### config.mk
export PLATFORM = sky130hd
export DESIGN_NAME = icm_ram
export DESIGN_NICKNAME = d
export VERILOG_FILES = /design/src/design/icm_ram.sv
export SDC_FILE = /design/constraint.sdc
export NUM_CORES = 1
export LEC_CHECK = 0
export CORE_AREA = 4 4 232 234
export DETAILED_ROUTE_END_ITERATION = 8
export DIE_AREA = 0 0 236 238
export DONT_BUFFER_PORTS = 1
export PLACE_DENSITY = 0.55
export REMOVE_ABC_BUFFERS = 1
export SLEW_MARGIN = 10
export SYNTH_ARGS = -nofsm -noshare
export SYNTH_HDL_FRONTEND = slang
export SYNTH_SLANG_ARGS = --single-unit
export TNS_END_PERCENT = 30
### constraint.sdc
create_clock -name clk -period 2.3 [get_ports clk]
set_input_delay 0.115 -clock clk [delete_from_list [all_inputs] [get_ports clk]]
set_output_delay 0.115 -clock clk [all_outputs]
set_load 0.01 [all_outputs]
### src/design/icm_ram.sv
// Generic single-port-write, single-port-read RAM with registered read.
// No dependencies.
module icm_ram #(
  parameter int WIDTH = 16,
  parameter int DEPTH = 32
) (
  input  logic                                  clk,
  input  logic                                  we,
  input  logic [(DEPTH > 1 ? $clog2(DEPTH) : 1)-1:0] waddr,
  input  logic [WIDTH-1:0]                      wdata,
  input  logic [(DEPTH > 1 ? $clog2(DEPTH) : 1)-1:0] raddr,
  output logic [WIDTH-1:0]                      rdata
);
  logic [WIDTH-1:0] mem [DEPTH];

  always_ff @(posedge clk) begin
    if (we) begin
      mem[waddr] <= wdata;
    end
    rdata <= mem[raddr];
  end
endmodule

# Word level (Yosys, flattened, before mapping)
# Memory sizes are Yosys's and may differ from the RTL's. A register that Yosys moved wholly into a read port is not among the register bits.
# Cells that the tools add are included.
[op_classes] bitwise_logic=0 n_lt_le_gt_ge=0 shifts=0 n_reduce_logical=0 n_addsub=0 n_mux=2 n_div=0 n_eq_ne=0 mul=0
[op_table] op="$mux W1" count=2
[totals] reg_bits=0 memories=1 mem_bits_ro=0 latch_bits=0 in_bits=28 output_inout_bits=16 ramBits=512 elab_cells=3
[mem_list] name="mem" words=32 word_bits=16 rd=1 rd_clocked_by_memory_dff=1 wr=1 line="14" source="logic [WIDTH-1:0] mem [DEPTH];"

# Depth between registers and ports, before layout
# Gate-level depths: netlist (run 1).
[logic_depth] word_depth=2 mapped_depth=8

# Least setup slack after synthesis (run 1)
# Ideal clock, no wire load.
[synth_timing] path_type="input to register" start="input port waddr[1] in the netlist's numbering" end="memory mem[12][0], enable pin" arrival_ns=1.467 setup_ns=0.388 slack_ns=0.445 stages=3 t_required_ns=1.912 path_cell_list="or3b_2 > clkbuf_1 > nor2_1"
[synth_lines] element="start, declared" line="9" source="input logic [(DEPTH > 1 ? $clog2(DEPTH) : 1)-1:0] waddr,"
[synth_lines] element="end, declared" line="14"
# Straight into the memory's write port.

==> run metrics, run 1 <==
unrepaired setup endpoints after global routing false; Root Driver clkbuf_16; sequential cell area 15700 um2; Final Hold Vio Count 0; P_sw 4.319 mW; Max Clk Rate 0.4539 GHz; Max Used Layer met4; XOR/XNOR Fraction of Synth Area 0%; simple-gate share of the synthesized area 3.491%; DR pass1 iterations 5; DP HPWL 28.01 mm; GPL Wtd Cong 0.7448; Int Pwr 16.65 mW; cts bufs inserted 54; Vias/cell 5.396; CTS tree yes; main combinational cell family by area after synthesis multiplexers; ANT cells 0; CP required 2800 ps; port buffer count 0; Synth Cell Area 20540 um2; IR drop worst, VDD 0.0005624 V; crit path launch raddr[1]; Fillers 4426; Mapped Avg Cell Area 17.97 um2; clock share of power 44.0%; Post-synth ARST share 0%; slew at the pin closest to its max-slew limit 1174 ps; Core Area 52020 um2; Post-DRT Antenna Nets 0; CP Class in -> reg; metal3 WL 2.356 mm; Logic pwr share 4.6%; top post-synthesis cells by area edfxtp_1 (75%), mux2i_1 (12%), a22oi_1 (2.3%); count leader, synth edfxtp_1; global-route wire length before repair 74.87 mm; P_leak 8.302 nW; CTS H-tree depth 2; vias in the first global route 10.60k; setup TNS 0 ps; Post-Synthesis Cells 1143; status finished, final reports clean; Die Wd 236 um; Max FO, Critical Path 36; GRT Overall Usage 17.94%; area of the multi-input gates 4377 um2; Tightest Hold Check Type in -> reg; ys flop type edfxtp_1; Arr. time, crit path 2700 ps; Synth top cells by count edfxtp_1 (512), mux2i_1 (256), a22oi_1 (64); layout cells sized above 1 14.78%; largest net degree at the start of global routing 237; WL/cell 26.02 um; clk_lat worst skew 620 ps; max_slew headroom 21.76%; hold depth 4; Total Wirelength 50.99 mm; r2r endpoint rdata[7]$_DFF_P_; Die Y 238 um; Post-synth EDFFs 512; minimum period implied by the final worst setup slack 2203 ps; drt initial violations 996; sequential area share after synthesis 76.43%; Worst Reg-to-Reg Cells 6; crit share post-route 95.79%; number of cell rows 84; Yosys top cell area share 74.87%; clock skew 28.46 ps; Layout area overhead 16.29%; post-synthesis compound-gate area fraction 4.972%; nets 1256; Hold Crit Start raddr[3]; Slew Limit Fails 0; vias 10.58k; final setup vio count 0; Post-Synth Adder-Cell Area 0%; Startpoint Class primary input; die area 56170 um2; max cap viols 0; metal2 WL 24.68 mm; Worst R2R Start mem[27][7]$_DFFE_PP_; worst reg2reg setup slack 190 ps; antenna violations before repair 1; hold slack 39.75 ps; GRT overflow 0; clock tree sinks 528; M1 wire length 22.82 mm; Netlist cell types 26; Initial Util 39.47%; Sequential Power Share 51.4%; Synth area leader edfxtp_1; sw frac 20.59%; Ports 44; mux share of post-synthesis cell area 12.48%; pwr/cell area 878.2 nW/um2; Worst setup EP type flip-flop; #FFs+latches synth 528; Reg clk slew, reported paths 60 ps; synth warn 0; # DRC 0; worst hold endpoint rdata[8]$_DFF_P_; Max Root-Sink Buffers 3
kinds of logic after synthesis:
family	count (synthesis)
buffers and inverters	67
multiplexers	256
AND/OR/NAND/NOR	148
flip-flops	528
AO/OA/AOI/OAI	144
power by group through the flow:
stage / combinational [mW] / sequential [mW] / clock, mW
2_1_floorplan: 0.427 / 11.0 / 0
3_3_place_gp: 0.666 / 11.0 / 0
3_5_place_dp: 0.668 / 11.0 / 0
4_1_cts: 0.958 / 10.8 / 9.39
5_1_grt: 1.01 / 10.8 / 9.83
6_report: 0.956 / 10.8 / 9.23
critical path, stage by stage:
cell and delay (ps):
dlygate4sd3_1 590, nor2b_4 310, buf_12 270, a22oi_2 80
nand4_1 90, dlygate4sd3_1 560, nand3_1 70, dlygate4sd3_1 560
per-stage QoR:
step	total power, mW	instance area, um2	cells	utilization, %	worst slack (ps)
2_1_floorplan	11.38	20000	1076	-	-616.2
3_3_place_gp	11.66	21380	1816	41.10	392.6
3_5_place_dp	11.67	21380	1816	41.10	381.1
4_1_cts	21.14	23870	1960	45.89	100.9
5_1_grt	21.63	23880	1960	45.90	9.034
6_report	20.97	23880	1960	45.90	96.93
worst max path at each step:
stage                                   to  slack [ps]
final                     rdata[7]$_DFF_P_         100
after global placement    rdata[2]$_DFF_P_         390
after detailed placement  rdata[2]$_DFF_P_         380
after floorplan           rdata[0]$_DFF_P_        -620
after CTS                 rdata[0]$_DFF_P_         100
after global routing      rdata[7]$_DFF_P_           9
placed cells by master (no fill, tap or decap), types with 17 or more instances in the layout:
cell type / Yosys / routed
a22o_1: 32 / 32
a21oi_1: 32 / 32
nand3_1: 34 / 34
clkbuf_16: 0 / 55
dlygate4sd3_1: 0 / 27
nor2_2: 0 / 22
nand2_1: 33 / 33
a22oi_1: 64 / 63
edfxtp_1: 512 / 512
clkinv_2: 0 / 17
mux2i_1: 256 / 256
buf_4: 19 / 47
buf_12: 5 / 21
timing repair:
item	in CTS	in global routing
hold endpoints to repair	540	0
hold buffers	44	0
buffers inserted	0	0
setup endpoints to repair	0	2
resized for setup	0	2
final cells by class:
class	count	area share [%]
multi-input combinational	548	18.33
clock inverter	35	1.750
clock buffer	65	6.172
timing repair buffer	96	4.422
sequential	528	65.72
tap	688	3.605
metal layers:
metal	global-route usage, %	vias up
met3	2.566	70
li1	-	4741
met1	25.40	5508
met4	5.036	0
met2	29.32	257
met5	0	-
state kept, by name (all words and copies together), names as in the netlist:
signal,flops
mem,512
rdata,16
(Power assumes the default switching activity.)
==> inputs of run 2 (changes only) <==
--- a/config.mk
+++ b/config.mk
@@ -11,7 +11,6 @@
 export DONT_BUFFER_PORTS = 1
 export PLACE_DENSITY = 0.55
 export REMOVE_ABC_BUFFERS = 1
-export SLEW_MARGIN = 10
 export SYNTH_ARGS = -nofsm -noshare
 export SYNTH_HDL_FRONTEND = slang
 export SYNTH_SLANG_ARGS = --single-unit
==> constraint.sdc (replaced) <==
create_clock -name clk -period 2.3 [get_ports clk]
set_input_delay 0.69 -clock clk [delete_from_list [all_inputs] [get_ports clk]]
set_output_delay 0.69 -clock clk [all_outputs]
set_load 0.01 [all_outputs]
==> run metrics, run 2 (synthesis gave the netlist of run 1 again) <==
Root Driver clkbuf_16; Post-DRT Antenna Nets 0; P_leak 8.070 nW; cts bufs inserted 53; clk_lat worst skew 600 ps; CTS H-tree depth 2; DP HPWL 27.63 mm; Area after DPL 21830 um2; GRT Overall Usage 17.27%; Layout area overhead 14.61%; Worst Reg-to-Reg Cells 6; Max Root-Sink Buffers 3; max_slew headroom 23.29%; GPL Wtd Cong 0.7391; crit share post-route 84.34%; largest register by flop count mem; Worst R2R Start mem[0][12]$_DFFE_PP_; Top Registers mem (512), rdata (16); # DRC 0; max cap viols 0; Die Wd 236 um; Startpoint Class primary input; number of cell rows 84; critical path cell sequence mux2i_1, a22o_1, nor3_1, a31oi_1, buf_4, nand3_1; unrepaired setup endpoints after global routing false; ANT cells 0; most frequent cells in the layout edfxtp_1 (512), mux2i_1 (256), a22oi_1 (64); final worst setup slack 360.1 ps; nets 1224; Total Wirelength 49.35 mm; leading cell type in the layout, fill and taps excluded edfxtp_1; Die Y 238 um; Hold Crit Start wdata[10]; Design Power 19.99 mW; worst hold endpoint mem[14][10]$_DFFE_PP_; max reg flops 512; Final Util 45.24%; largest net degree at the start of global routing 257; Final Hold Vio Count 0; Worst setup EP type flip-flop; post-cts hold buffer count 0; Setup Buffers After CTS 0; minimum period implied by the final worst setup slack 1940 ps; Crit path largest cell delay 550 ps; slew at the pin closest to its max-slew limit 1151 ps; vias 10.32k; IR drop worst, VDD 0.0005243 V; r2r endpoint rdata[12]$_DFF_P_; Reg clk slew, reported paths 60 ps; Crit-path slowest cell mux2i_1; CTS tree yes; placed cell count 1829; final setup vio count 0; Core Area 52020 um2; pwr/cell area 849.3 nW/um2; GRT overflow 0; Initial Util 39.47%; DR pass1 iterations 5; Arr. time, crit path 2420 ps; CP required 2780 ps; Ports 44; layout cells sized above 1 13.72%; drt initial violations 954; Tightest Hold Check Type in -> reg; hold depth 0; Max Clk Rate 0.5155 GHz; clock skew 18.90 ps; post_cts resized 0; design area 23540 um2; Vias/cell 5.354; WL/cell 25.61 um; status finished, final reports clean; port buffer count 0; non-filler cells in the finished layout 1927; CP Class in -> reg; clock tree sinks 528; Max FO, Critical Path 256; Slew Limit Fails 0; Placement Setup Slack 155.6 ps; die area 56170 um2; worst reg2reg setup slack 730 ps; global-route wire length before repair 71.73 mm; antenna violations before repair 0; vias in the first global route 10.14k
==> run 2: cell count changes in the layout (fill, tap and decap cells not counted), sizes merged <==
cell	delta
buf	-3
dlygate4sd3	-27
inv	+2
clkinv	-3
bufinv	-4
clkbuf	+3
dlymetal6s4s	-1
==> run 2: stage by stage <==
step                      hold WS (ps)  TNS, ps
final                            193.9        0
after CTS                        154.9        0
after detailed placement         594.9        0
after floorplan                  553.7   -26100
after global placement           569.6        0
after global routing             164.1        0
==> run 2: power breakdown <==
group / internal [mW] / total (mW) / switching [mW] / leakage (nW)
registers: 10.7 / 10.8 / 0.0838 / 4.75
logic: 0.346 / 0.723 / 0.378 / 2.48
clock network: 4.96 / 8.49 / 3.53 / 0.842
==> run 2: cell type report <==
type | instances | area [um2]
clock inverters | 30 | 272.8
well taps | 688 | 860.8
flip-flops and latches | 528 | 15700
repair buffers | 65 | 900.9
clock buffers | 68 | 1435
multi-input cells | 548 | 4372
fillers | 4392 | 28490
==> run 2: per-layer routing <==
metal  up-vias  wire [um]  GRT usage (%)
met5         -          0              0
met4         0        965          4.716
met3        56       2598          2.994
met2       262      23280          27.66
met1      5325      22500          24.68
li1       4674          -              -
==> run 2: worst max-delay path by stage <==
stage	from	endpoint	slack [ps]	cells past startpoint
floorplan	raddr[2]	rdata[0]$_DFF_P_	-1190	4
CTS	rdata[2]$_DFF_P_	rdata[2]	430	0
finish	raddr[0]	rdata[8]$_DFF_P_	360	6
global placement	raddr[2]	rdata[12]$_DFF_P_	170	7
detailed placement	raddr[2]	rdata[12]$_DFF_P_	160	7
global route	rdata[2]$_DFF_P_	rdata[2]	430	0
==> run 2: worst max-delay path, delay by kind of cell <==
| kind | cells | cell delay, ps |
|---|---|---|
| AND/OR/NAND/NOR | 2 | 130 |
| AO/OA/AOI/OAI | 2 | 360 |
| buffers and inverters | 1 | 160 |
| multiplexers | 1 | 550 |
==> inputs of run 3 (changes only) <==
--- a/config.mk
+++ b/config.mk
@@ -9,7 +9,7 @@
 export DETAILED_ROUTE_END_ITERATION = 8
 export DIE_AREA = 0 0 236 238
 export DONT_BUFFER_PORTS = 1
-export PLACE_DENSITY = 0.55
+export PLACE_DENSITY = 0.57
 export REMOVE_ABC_BUFFERS = 1
 export SYNTH_ARGS = -nofsm -noshare
 export SYNTH_HDL_FRONTEND = slang
==> constraint.sdc (replaced) <==
create_clock -name clk -period 1.7 [get_ports clk]
set_input_delay 0.51 -clock clk [delete_from_list [all_inputs] [get_ports clk]]
set_output_delay 0.51 -clock clk [all_outputs]
set_load 0.01 [all_outputs]
==> run metrics, run 3 (synthesis gave the netlist of run 1 again) <==
r2r endpoint rdata[2]$_DFF_P_; Area after DPL 22240 um2; DP HPWL 29.41 mm; CTS H-tree depth 2; clk_lat worst skew 590 ps; port buffer count 0; clock skew 7.971 ps; max reg flops 512; largest net degree at the start of global routing 257; P_leak 8.479 nW; Reg clk slew, reported paths 60 ps; nets 1294; Final Util 46.64%; Slew Limit Fails 115; Max Clk Rate 0.4681 GHz; number of cell rows 84; Worst Reg-to-Reg Cells 6; Ports 44; vias 10.55k; die area 56170 um2; Die Y 238 um; Fillers 4349; Root Driver clkbuf_16; IR drop worst, VDD 0.0009099 V; drt initial violations 972; failing checks max-slew violations, negative setup slack; slew at the pin closest to its max-slew limit 1812 ps; hold depth 2; Tightest Hold Check Type in -> reg; CTS tree yes; Post-DRT Antenna Nets 0; CP required 2160 ps; worst reg2reg setup slack 190 ps; status finished, violations left; cts bufs inserted 52; sequential cell area 15700 um2; WL/cell 24.82 um; clock tree sinks 528; Vias/cell 5.285; Worst setup EP type flip-flop; area of the multi-input gates 4398 um2; ANT cells 0; DR pass1 iterations 5; worst hold endpoint rdata[5]$_DFF_P_; max cap viols 0; antenna violations before repair 1; Max Root-Sink Buffers 3; max_slew headroom -20.80%; Placement Setup Slack -568.7 ps; Arr. time, crit path 2600 ps; Initial Util 39.47%; Hold Crit Start raddr[3]; unrepaired setup endpoints after global routing false; Crit path largest cell delay 710 ps; vias in the first global route 10.48k; Core Area 52020 um2; GPL Wtd Cong 0.7617; leading cell type in the layout, fill and taps excluded edfxtp_1; final worst setup slack -436.1 ps; Die Wd 236 um; final setup vio count 16; pwr/cell area 1124 nW/um2; Worst R2R Start mem[0][2]$_DFFE_PP_; Layout area overhead 18.17%; crit share post-route 125.7%; minimum period implied by the final worst setup slack 2136 ps; layout cells sized above 1 17.66%; critical path cell sequence mux2i_1, a22oi_1, a31oi_1, nand3_1; design area 24270 um2; global-route wire length before repair 72.77 mm; CP Class in -> reg; GRT overflow 0; Total Wirelength 49.54 mm; Final Hold Vio Count 0; Startpoint Class primary input; # DRC 0; hold slack 158.1 ps; setup TNS -3562 ps; most frequent cells in the layout edfxtp_1 (512), mux2i_1 (256), buf_4 (73); Setup Buffers After CTS 0; GRT Overall Usage 17.45%; Top Registers mem (512), rdata (16); Crit-path slowest cell mux2i_1; largest register by flop count mem; Max FO, Critical Path 256
[run 3: cell types whose count changed in the layout (fill, tap and decap cells not counted), sizes merged]
cell	delta
inv	-2
buf	+53
clkinv	+1
clkinvlp	-1
dlygate4sd3	+18
[run 3: area by class of cell]
class | instances | share of cell area, %
flip-flops and latches | 528 | 64.68
well taps | 688 | 3.547
clock buffers | 68 | 5.826
repair buffers | 136 | 6.713
clock inverters | 28 | 1.114
multi-input cells | 548 | 18.12
[run 3: worst max-delay path: cells and delay by family]
family / cells / cell delay (ps)
multiplexers: 1 / 710
AND/OR/NAND/NOR: 1 / 100
AO/OA/AOI/OAI: 2 / 430
[run 3: power by group]
part / internal (mW) / total [mW] / switching [mW]
clock network: 6.61 / 11.3 / 4.72
registers: 14.5 / 14.6 / 0.111
logic: 0.613 / 1.37 / 0.758
[run 3: timing repair]
| action | 4_1_cts | 5_1_grt |
|---|---|---|
| hold buffers | 26 | 0 |
| resized for setup | 0 | 1 |
| setup endpoints to repair | 0 | 1 |
| hold endpoints to repair | 410 | 0 |
[run 3: routing by layer]
layer	share of wire, %	vias up	track usage (%)
met4	3.1	0	6.069
met1	45	5372	24.86
met5	0	-	0
met2	46	275	27.28
met3	5.8	72	3.144
li1	-	4830	-
[run 3: worst max-delay path by stage]
stage / start / endpoint / slack (ps) / cells after the start
floorplan: raddr[2] / rdata[0]$_DFF_P_ / -1610 / 4
global placement: raddr[2] / rdata[0]$_DFF_P_ / -560 / 7
detailed placement: raddr[2] / rdata[0]$_DFF_P_ / -570 / 7
CTS: rdata[7]$_DFF_P_ / rdata[7] / 5 / 0
global route: rdata[7]$_DFF_P_ / rdata[7] / 30 / 0
finish: raddr[0] / rdata[15]$_DFF_P_ / -440 / 4
[run 3: per-stage QoR]
| stage | cells | power, mW |
|---|---|---|
| floorplan | 1076 | 15.39 |
| global placement | 1874 | 15.91 |
| detailed placement | 1874 | 15.91 |
| CTS | 1996 | 27.48 |
| global route | 1996 | 28.12 |
| finish | 1996 | 27.28 |
